### src/tlgs_pkg.sv
`default_nettype none

package tlgs_pkg;

   // Field widths fixed by the interface
   localparam int ADDR_WIDTH = 6;
   localparam int CMD_WIDTH  = 2;

   typedef logic [CMD_WIDTH-1:0] cmd_type;

   localparam cmd_type CMD_WRITE = 2'd0;
   localparam cmd_type CMD_READ  = 2'd1;
   localparam cmd_type CMD_STEP  = 2'd2;

   // Eight neighbors sum to at most 8
   typedef logic [3:0] nbr_count_type;

   localparam nbr_count_type SURVIVE_COUNT = 4'd2;
   localparam nbr_count_type BIRTH_COUNT   = 4'd3;

   // Load controls for one row cell
   typedef struct packed {
      logic shift;
      logic write;
   } cell_ctl_type;

endpackage

`default_nettype wire

### src/tlgs_row_cell.sv
`default_nettype none

module tlgs_row_cell
   import tlgs_pkg::*;
#(
   parameter int WIDTH = 64
) (
   input  wire logic             clock,
   input  wire logic             reset,
   input  wire cell_ctl_type     ctl,
   input  wire logic [WIDTH-1:0] shift_row,
   input  wire logic [WIDTH-1:0] write_row,
   output logic      [WIDTH-1:0] row_out
);

   logic [WIDTH-1:0] row_ff;

   always_ff @(posedge clock) begin
      if (reset) begin
         row_ff <= '0;
      end else if (ctl.shift) begin
         row_ff <= shift_row;
      end else if (ctl.write) begin
         row_ff <= write_row;
      end
   end

   assign row_out = row_ff;

endmodule

`default_nettype wire

### config.mk
export PLATFORM = sky130hd
export DESIGN_NAME = tlgs_row_cell
export DESIGN_NICKNAME = d
export VERILOG_FILES = /design/src/tlgs_pkg.sv /design/src/tlgs_row_cell.sv
export SDC_FILE = /design/constraint.sdc
export NUM_CORES = 1
export LEC_CHECK = 0
export ABC_CLOCK_PERIOD_IN_PS = 900
export BUFFER_PORTS_ARGS = -buffer_cell sky130_fd_sc_hd__buf_2
export CAP_MARGIN = 20
export CORE_MARGIN = 1
export CORE_UTILIZATION = 38
export DETAILED_ROUTE_END_ITERATION = 12
export GPL_TIMING_DRIVEN = 0
export PLACE_DENSITY = 0.87
export SYNTH_ARGS = -nofsm -noshare
export SYNTH_HDL_FRONTEND = slang
export SYNTH_SLANG_ARGS = --single-unit
### constraint.sdc
create_clock -name clock -period 0.9 [get_ports clock]
set_input_delay 0.09 -clock clock [delete_from_list [all_inputs] [get_ports clock]]
set_output_delay 0.09 -clock clock [all_outputs]
set_load 0.005 [all_outputs]
# Yosys cells after proc, flatten, opt, wreduce, memory -nomap -nowiden
# Cells that the tools add are included.
[totals]
regBits = 64
inputBits = 132
output_inout_bits = 64
word_cells = 4
[classes]
mux = 2
reduce_logical = 1
[ops]
columns = ["operator", "count"]
rows = [
  ["2-to-1 mux 64 bit", 2],
  ["nonzero test 2 bit", 1],
]

# Depth between registers and ports, before layout
[logic_depth]
ltp_word = 2
mapped_depth = 4
mapped_depth_nobuf = 2

# Worst setup path after synthesis
# Ideal clock, no wire load.
[synth_path]
kind = "input-to-reg"
start = "input ctl[1] in the netlist's numbering"
end = "register row_ff[52], in the netlist row_out[52]"
setup_ns = 0.139
arrival_time_ns = 0.737
required_ns = 0.761
setup_slack_ns = 0.024
cell_stages = 4
path_buffers = 2
cell_sequence = "buf_2 -> inv_2 -> clkbuf_1 -> a211oi_1"
[synth_between]
elab_chain_len = 1
elab_cells_between_ends = 2
classes_between = "mux (1); reduce/logical (1)"
[synth_rtl]
columns = ["element", "line", "rtl"]
rows = [
  ["start: declaration", "tlgs_row_cell.sv:10", "input wire cell_ctl_type ctl,"],
  ["2-to-1 mux 64 bit or nonzero test 2 bit (tied branches)", "--", ""],
  ["end signal: assignment", "tlgs_row_cell.sv:22", "row_ff <= shift_row;"],
  ["end signal: assignment", "tlgs_row_cell.sv:24", "row_ff <= write_row;"],
  ["end: declaration", "tlgs_row_cell.sv:16", "logic [WIDTH-1:0] row_ff;"],
]
# Several ways; a longest one is shown, not always the timed one.
# A chain may end at the register's enable or synchronous reset.

# Worst setup path after layout
[layout_path]
start = "register row_ff[4], in the netlist row_out[4]"
end = "output row_out[4]"
[layout_lines]
columns = ["element", "line", "rtl"]
rows = [
  ["end: declaration", "tlgs_row_cell.sv:13", "output logic [WIDTH-1:0] row_out"],
]
# No word-level cell between the ends.

==> out/results.txt <==
WL/cell -> 14.5 um
Die width -> 91.5 um
Mean post-synth cell area -> 10.7 sq um
Post-DR vias/cell -> 4.89
Critical Path Source Type -> register
Lkg Pwr -> 2.21 nW
Layout cells sized above 1 -> 0.591
Die Y -> 91.5 um
Synth-to-layout area growth -> 50.0%
DR pass1 iterations -> 4
Final setup viols -> 0
Cells after Synth -> 284
Setup TNS -> 0 ps
Htree depth -> 3
Hold WS -> 36.7 ps
Achievable frequency -> 1.15 GHz
Cell area after layout -> 4570 sq um
Worst vdd ir -> 0.855 mV
Max_cap viols -> 0
Distinct cells, synth -> 10
Core area -> 7730 sq um
Overflow after GRT -> 0
Status -> completed
NetSw -> 1.83 mW
Worst path top cell family by delay -> flip-flops
Post-DP Area -> 4130 sq um
Fillers -> 678
Tmin final -> 872 ps
Syn Nets -> 416
Clock buffer depth -> 2
Antenna-violating nets left -> 0
Initial DRC count -> 88
Yosys Warn Count -> 0
CTS Buf Count -> 9
Critical path required time -> 810 ps
Slew headroom -> 0.671
Clock Skews -> 0 ps
CP max stage cell -> dfxtp_2
Share of power burned in registers -> 0.430
Initial core utilization -> 0.394
Net Sw Frac -> 0.244
Crit-path cells -> buf_2
Crit Path Class -> register to output pin
Clk slew on worst S/H paths -> 80 ps
# IOs -> 196
Initial antenna violation count -> 0
HPWL after DPL -> 6250 um
First-pass GRT wire length -> 13400 um
Worst hold-check path type -> input port to register
Area contributors post-synth -> dfxtp_1 (42%), mux2i_1 (21%), a211oi_1 (15%)
Clock Latency Late Sink -> 330 ps
Residual DRC -> 0
Pwr dens -> 1640 nW/um^2
Final Power -> 7.48 mW
TritonCTS clock tree -> yes
CP Capture Type -> output pin
Util after Layout -> 0.591
Routed WL -> 8640 um
Vias in the first global route -> 2904
RSZ-0062 raised after global routing -> yes
Post-synth top area share -> 0.421
Die area -> 8380 sq um
Largest net degree at the start of global routing -> 12
RePlAce Congestion -> 0.755
Port Buffer Count -> 192
Worst Max-Slew Pin Slew -> 494 ps
Nets -> 623
Cell type with the highest aggregate area in the netlist -> dfxtp_1
Clock power frac -> 0.390
Final Hold Vio Count -> 0
CTS root buffer -> clkbuf_8
CTS sink cnt -> 64
Vias -> 2925
Internal cell power -> 5.65 mW
Sequential fraction of the synthesis area -> 0.421
Row Count -> 32
Crit path DAT -> 780 ps
Total global-route track usage -> 0.202
Antenna Cells -> 0
Crit share post-route -> 0.969
Mapped cell area -> 3050 sq um
Largest register FFs -> 64
Fin. max-slew vios -> 0
Buf/Inv on CP -> 1
Combinational power share -> 0.181
Max incr delay on CP -> 330 ps
Peak fanout along the critical path -> 2
Post-synthesis register bit count -> 64
[synth_stat cells, drive strengths merged]
| cell | instances |
|---|---|
| a211oi | 64 |
| dfxtp | 64 |
| mux2i | 64 |
| nor2b | 64 |
| clkbuf | 17 |
| buf | 10 |
| inv | 1 |
[what timing repair did]
item	CTS	global route
resized for setup	12	70
setup buffers	0	4
hold buffers	0	0
gates cloned	0	0
endpoints found under the setup margin	12	106
[cells in the final DEF (no fill, tap or decap), drive strengths merged]
cell type,instances
mux2i,64
clkbuf,29
bufinv,2
a211oi,64
clkinvlp,2
dfxtp,64
nor2b,64
inv,1
buf,206
[stage by stage]
step / std cells / setup slack (ps)
floorplan: 284 / 24.2
global placement: 578 / -331
detailed placement: 578 / -351
CTS: 594 / 1.72
global route: 598 / -9.97
finish: 598 / 28.1
[kinds of logic (layout without fill, tap and decap cells)]
group           Yosys count  after routing  synth area share
compound gates           64             64             0.166
buf+inv                  28            240            0.0715
flops                    64             64             0.421
mux                      64             64             0.210
simple gates             64             64             0.131
[layout make-up]
class,count,area (sq um),area share
Multi-Input combinational cell,192,1550,0.339
Sequential cell,64,1360,0.297
Timing Repair Buffer,196,1070,0.235
Buffer,27,219,0.0479
Clock buffer,12,165,0.0362
Tap cell,102,128,0.0279
Clock inverter,4,75.1,0.0164
Inverter,1,3.75,0.000822
[worst paths after layout]
check | start | to | cells after the start | slack [ps]
setup reg to reg | row_out[25]$_SDFFE_PP0P_ | row_out[25]$_SDFFE_PP0P_ | 3 | 70
hold / removal | shift_row[3] | row_out[3]$_SDFFE_PP0P_ | 3 | 40
setup / recovery | row_out[4]$_SDFFE_PP0P_ | row_out[4] | 1 | 30
hold reg to reg | row_out[15]$_SDFFE_PP0P_ | row_out[15]$_SDFFE_PP0P_ | 2 | 550
[power groups by stage]
stage          Clock, mW  Combinational (mW)  Sequential [mW]
2_1_floorplan          0               0.647             3.24
5_1_grt             3.13                1.48             3.23
6_report            2.91                1.35             3.21
3_5_place_dp           0                1.29             3.22
4_1_cts             2.99                1.29             3.17
3_3_place_gp           0                1.25             3.21
[per-layer routing]
| layer | track usage | vias to the layer above | part of all wire |
|---|---|---|---|
| met1 | 0.242 | 1336 | 0.43 |
| met2 | 0.337 | 129 | 0.49 |
| met4 | 0.0780 | 0 | 0.018 |
| li1 | - | 1444 | - |
| met3 | 0.0595 | 16 | 0.069 |
| met5 | 0 | - | 0 |
(Power assumes the default switching activity.)
