### src/tlgs_pkg.sv
`default_nettype none

package tlgs_pkg;

   // Field widths fixed by the interface
   localparam int ADDR_WIDTH = 6;
   localparam int CMD_WIDTH  = 2;

   typedef logic [CMD_WIDTH-1:0] cmd_type;

   localparam cmd_type CMD_WRITE = 2'd0;
   localparam cmd_type CMD_READ  = 2'd1;
   localparam cmd_type CMD_STEP  = 2'd2;

   // Eight neighbors sum to at most 8
   typedef logic [3:0] nbr_count_type;

   localparam nbr_count_type SURVIVE_COUNT = 4'd2;
   localparam nbr_count_type BIRTH_COUNT   = 4'd3;

   // Load controls for one row cell
   typedef struct packed {
      logic shift;
      logic write;
   } cell_ctl_type;

endpackage

`default_nettype wire

### src/tlgs_next_row.sv
`default_nettype none

module tlgs_next_row
   import tlgs_pkg::*;
#(
   parameter int WIDTH = 64
) (
   input  wire logic [WIDTH-1:0] up_row,
   input  wire logic [WIDTH-1:0] mid_row,
   input  wire logic [WIDTH-1:0] dn_row,
   output logic      [WIDTH-1:0] next_row
);

   nbr_count_type cnt [WIDTH];

   genvar c;
   generate
      for (c = 0; c < WIDTH; c++) begin : g_col
         localparam int LF = (c + WIDTH - 1) % WIDTH;
         localparam int RT = (c + 1) % WIDTH;

         assign cnt[c] = nbr_count_type'(up_row[LF]) + nbr_count_type'(up_row[c])
                       + nbr_count_type'(up_row[RT]) + nbr_count_type'(mid_row[LF])
                       + nbr_count_type'(mid_row[RT]) + nbr_count_type'(dn_row[LF])
                       + nbr_count_type'(dn_row[c]) + nbr_count_type'(dn_row[RT]);

         assign next_row[c] = (cnt[c] == BIRTH_COUNT)
                            || (mid_row[c] && (cnt[c] == SURVIVE_COUNT));
      end
   endgenerate

endmodule

`default_nettype wire

### config.mk
export PLATFORM = sky130hd
export DESIGN_NAME = tlgs_next_row
export DESIGN_NICKNAME = d
export VERILOG_FILES = /design/src/tlgs_pkg.sv /design/src/tlgs_next_row.sv
export SDC_FILE = /design/constraint.sdc
export NUM_CORES = 1
export LEC_CHECK = 0
export ABC_AREA = 1
export BUFFER_PORTS_ARGS = -buffer_cell sky130_fd_sc_hd__clkbuf_2
export CORE_MARGIN = 4
export CORE_UTILIZATION = 25
export DETAILED_ROUTE_END_ITERATION = 8
export PLACE_DENSITY = 0.48
export SETUP_SLACK_MARGIN = 0.15
export SYNTH_ARGS = -nofsm -noshare
export SYNTH_HDL_FRONTEND = slang
export SYNTH_SLANG_ARGS = --single-unit
### constraint.sdc
create_clock -name vclk -period 5.6
set_clock_uncertainty 0.2 [all_clocks]
set_input_delay 0 -clock vclk [all_inputs]
set_output_delay 0 -clock vclk [all_outputs]
set_load 0.01 [all_outputs]
## Word-level counts from Yosys, hierarchy flattened

Index checks and enable logic that the tools add are counted.
Widths: inputs -> output; s select.

- Bits in registers: 0
- Latch bits: 0
- RAM bits: 0
- Bits in read-only memories: 0
- Output and inout port bits: 64
- Memories: 0

- Add/subtract/negate cells: 448
- $mul: 0
- Divide/modulo/power cells: 0
- Magnitude comparators: 0
- Equal/unequal tests: 128
- Shifts and indexed selects: 0
- Muxes and demuxes: 0
- Bitwise logic cells: 0
- Reductions and logical operators: 128

Operators by type and width:

| cell | count |
|---|---|
| $add 4x1->4 | 256 |
| $eq 4x2->1 const B | 128 |
| $add 3x1->4 | 64 |
| $add 2x1->3 | 64 |
| $add 1x1->2 | 64 |
| $logic_and 1x1->1 | 64 |
| $logic_or 1x1->1 | 64 |

## Depth between registers and ports, before layout

- Depth in word-level cells: 10
- Depth in mapped cells: 11

## Worst setup path after synthesis

OpenSTA, ideal clock, no wires.

- Path kind: input-to-output
- Start point: input port up_row[0]
- End point: output port next_row[0]
- Data arrival time: 2.512 ns
- Required time: 5.400 ns
- Slack: 2.888 ns
- Cell stages on the path: 9
- Path buffers: 0
- Cell sequence: inv_1 > fa_1 > fa_1 > fa_1 > inv_1 > ha_1 > fa_1 > nand3_1 > a21oi_1

- Word-level cells in the longest chain between the ends: 10
- Elaborated cells on any way between the ends: 11

Ends and longest elaborated chain:

| item | line | RTL |
|---|---|---|
| start, declared | tlgs_next_row.sv:8 | `input wire logic [WIDTH-1:0] up_row,` |
| $add 1x1->2 * | tlgs_next_row.sv:22 | `assign cnt[c] = nbr_count_type'(up_row[LF]) + nbr_count_type'(up_row[c])` |
| $add 2x1->3 * | tlgs_next_row.sv:23 | `+ nbr_count_type'(up_row[RT]) + nbr_count_type'(mid_row[LF])` |
| $add 3x1->4 * | tlgs_next_row.sv:23 |  |
| $add 4x1->4 * (2 in a row) | tlgs_next_row.sv:24 | `+ nbr_count_type'(mid_row[RT]) + nbr_count_type'(dn_row[LF])` |
| $add 4x1->4 * (2 in a row) | tlgs_next_row.sv:25 | `+ nbr_count_type'(dn_row[c]) + nbr_count_type'(dn_row[RT]);` |
| $eq 4x2->1 | tlgs_next_row.sv:28 | `\|\| (mid_row[c] && (cnt[c] == SURVIVE_COUNT));` |
| $logic_and 1x1->1 | tlgs_next_row.sv:28 |  |
| $logic_or 1x1->1 * | tlgs_next_row.sv:28 |  |
| end, declared | tlgs_next_row.sv:11 | `output logic [WIDTH-1:0] next_row` |

Every way passes the cells marked *; elsewhere a longest branch is shown, timed or not.

## Worst setup path after layout

- Start point: input port up_row[60]
- End point: output port next_row[61]

The elaborated chain is that of the path after synthesis.

==> impl_summary.md <==
Run status
The run finished with clean final reports.

Setup path
The data required time of the critical path is around 5400 ps. By startpoint and endpoint, the worst setup path is classified as primary input to output port. In this design, the stage delay of the slowest critical-path cell is ~590 ps.

The signal on the critical path passes through clkbuf_2, inv_1, fa_1, fa_1, fa_1, inv_1, ha_1, fa_1, nand3_1, a21oi_1, clkbuf_2. The startpoint class of the critical path is a primary input. The cell type of the slowest stage on the worst timing path is fa_1.

The endpoint kind of the worst setup timing path is an output port. In this run the worst path has a maximum fanout of 2. The worst endpoint data arrival time is between 2000 and 3000 ps.

The most prevalent standard cell on the critical path is fa_1.

Final layout
The area added between synthesis and finish is 17.5%. The area occupied by registers is 0 um^2. The clock buffer instance count of the final layout is 0. In the finished design the tool counted flip-flops and latches totalling 0. The net count of the finished layout is about 2.4k.

The share of cells above drive strength 1 is ~15%.

STA
The count of endpoints failing setup in the final report is 0. The hold violation total from the final report was 0. The worst slew margin relative to its limit is 82.0%. The minimum period implied by the final worst setup slack is slightly above 3000 ps.

Setup repair after global routing left no endpoint under its margin. The max-slew violation count is 0. For this run, the top clock speed supported by timing is ~320 MHz. Of the available clock period, the critical path in the final layout requires between 50% and 60%. After routing, the total negative slack on setup checks comes to 0 ps. At the pin with the least slew margin, the transition time is ~270 ps.

Power and ir drop
The sequential cell fraction of total power is 0%. The combinational share of power is 100.0%. The clock network burns 0% of the power. The completed layout was analyzed and its total power is roughly 2.6 mW. The net switching power is approximately 1.5 mW.

The switching share of total power is a little under three fifths. The maximum ir drop on the vdd rail is about 0.085 mV. Cell internal power was estimated by the tool at between 1 and 1.5 mW.

The leakage power of the design is between 8 and 9 nW. In this run the power density over the cells is between 150 and 200 mW/mm^2.

Global routing
The maximum number of pins on one net before global-route repair is 4. Global routing used between 10 and 15% of the available tracks across all layers. The global route total overflow is 0. The first global-routing pass estimated roughly 47 mm of wire.

The initial antenna violation count was 5. The number of global-route vias before repair is 9,929.

Min path
In this run the worst hold path is classified as primary input to output port.

Synth
The count of mapped cells out of synthesis is between 1k and 1.5k. By area the synthesized netlist is led by fa_1 44%, ha_1 21%, inv_1 21%. For this run, the number of Yosys warnings is 0. The commonest cells after synthesis are 639 x inv_1, 256 x fa_1, 192 x ha_1, 192 x nand2_1, 128 x nand3_1. The cell type contributing the most total cell area after synthesis is fa_1. The top cell type's share of synthesized area is between 40 and 50%. The proportion of synthesized chip area in sequential cells is 0%. A synthesized cell averages 7.89 um^2. The synthesized netlist occupies a cell area of 0.0116 mm^2. The most frequent cell after synthesis is inv_1. The number of different library cells used by synthesis comes to 6. Synthesis produced a netlist with a net count of around 2.1k.

Floorplan
The floorplan core area is ~0.046 mm^2. The height of the die is approximately 220 um. The die area is ~0.05 mm^2. The initial cell density of the core is between 20% and 30%. In this run the count of I/O pins placed on the die edge is 256. The die span in x is ~220 um.

The total number of placement rows is 78.

Placement
Input and output buffers added on the ports amount to about 260. The half-perimeter wire length of the detailed placement result is 27.0 mm. The final weighted congestion in routability-driven placement is between 0.8 and 0.9.

Flow run
The number of max-capacitance violations reported is 0.

Routing
The first detailed-routing pass ran for 4 iterations. The average wire per cell in the routed design is roughly 12 um. Wires add up to between 20 and 30 mm. The detailed-route DRC error count is 0. The via count is approximately 9.2k. Using the TritonRoute via totals, the vias-per-cell ratio works out to 3.95.

The count of nets left with antenna violations after detail routing is 0. The first routing iteration left 204 violations.

CTS
The count of hold-fix buffers inserted at cts is 0. The number of gates resized after CTS is 0. Once the clock tree was built, the setup fixing pass inserted 0 buffers.
==> path summary, 6_finish.rpt <==
| path | from | endpoint | slack (ps) | cells past startpoint |
|---|---|---|---|---|
| max | up_row[60] | next_row[61] | 2490 | 11 |
| min | mid_row[50] | next_row[50] | 280 | 6 |
==> power by group through the flow <==
stage | clock, mW | sequential, mW | combinational [mW]
CTS | 0 | 0 | 2.64
global route | 0 | 0 | 3.06
detailed placement | 0 | 0 | 2.62
floorplan | 0 | 0 | 1.84
global placement | 0 | 0 | 2.52
finish | 0.0000000239 | 0 | 2.57
==> per-stage QoR <==
step           hold slack (ps)  setup slack [ps]  cell area, um^2  std cells  util, %
3_3_place_gp               295              2400            13600       2327     29.9
5_1_grt                    340              2310            13600       2327     29.9
3_5_place_dp               290              2390            13600       2327     29.9
4_1_cts                    295              2390            13600       2327     29.9
2_1_floorplan             48.7              2890            11600       1471        -
6_report                   283              2490            13600       2328     29.9
==> worst max-delay path: cells and delay by family <==
family          cells  cell delay (ps)
fa+ha+maj           5             2200
buf+inv             4              420
compound gates      1              210
simple gates        1               80
==> routing by layer <==
metal	wire length [um]	vias to the layer above	track usage, %
li1	-	4675	-
met1	12200	4301	14.8
met2	12900	200	19.3
met3	2110	18	2.59
met4	123	10	0.358
met5	71	-	0
==> logic make-up (layout without fill, tap and decap cells) <==
family,count (synthesis),after routing,synth area share [%]
AND/OR/NAND/NOR,320,320,11.7
adder cells (fa/ha/maj),448,448,64.8
buffers and inverters,639,895,20.7
AO/OA/AOI/OAI,64,64,2.76
other,0,1,0
==> layout by cell type, fill, tap and decap left out, drive strengths merged <==
cell / n
a21oi: 64
clkbuf: 256
diode: 1
fa: 256
ha: 192
inv: 639
nand2: 192
nand3: 128
==> cell type report <==
class              count  area, um^2
repair buffers       256        1280
diodes                 1        2.50
well taps            600         751
inverters            639        2400
multi-input cells    832        9210
fillers             4965       32000
Power figures use the tool's default switching activity.
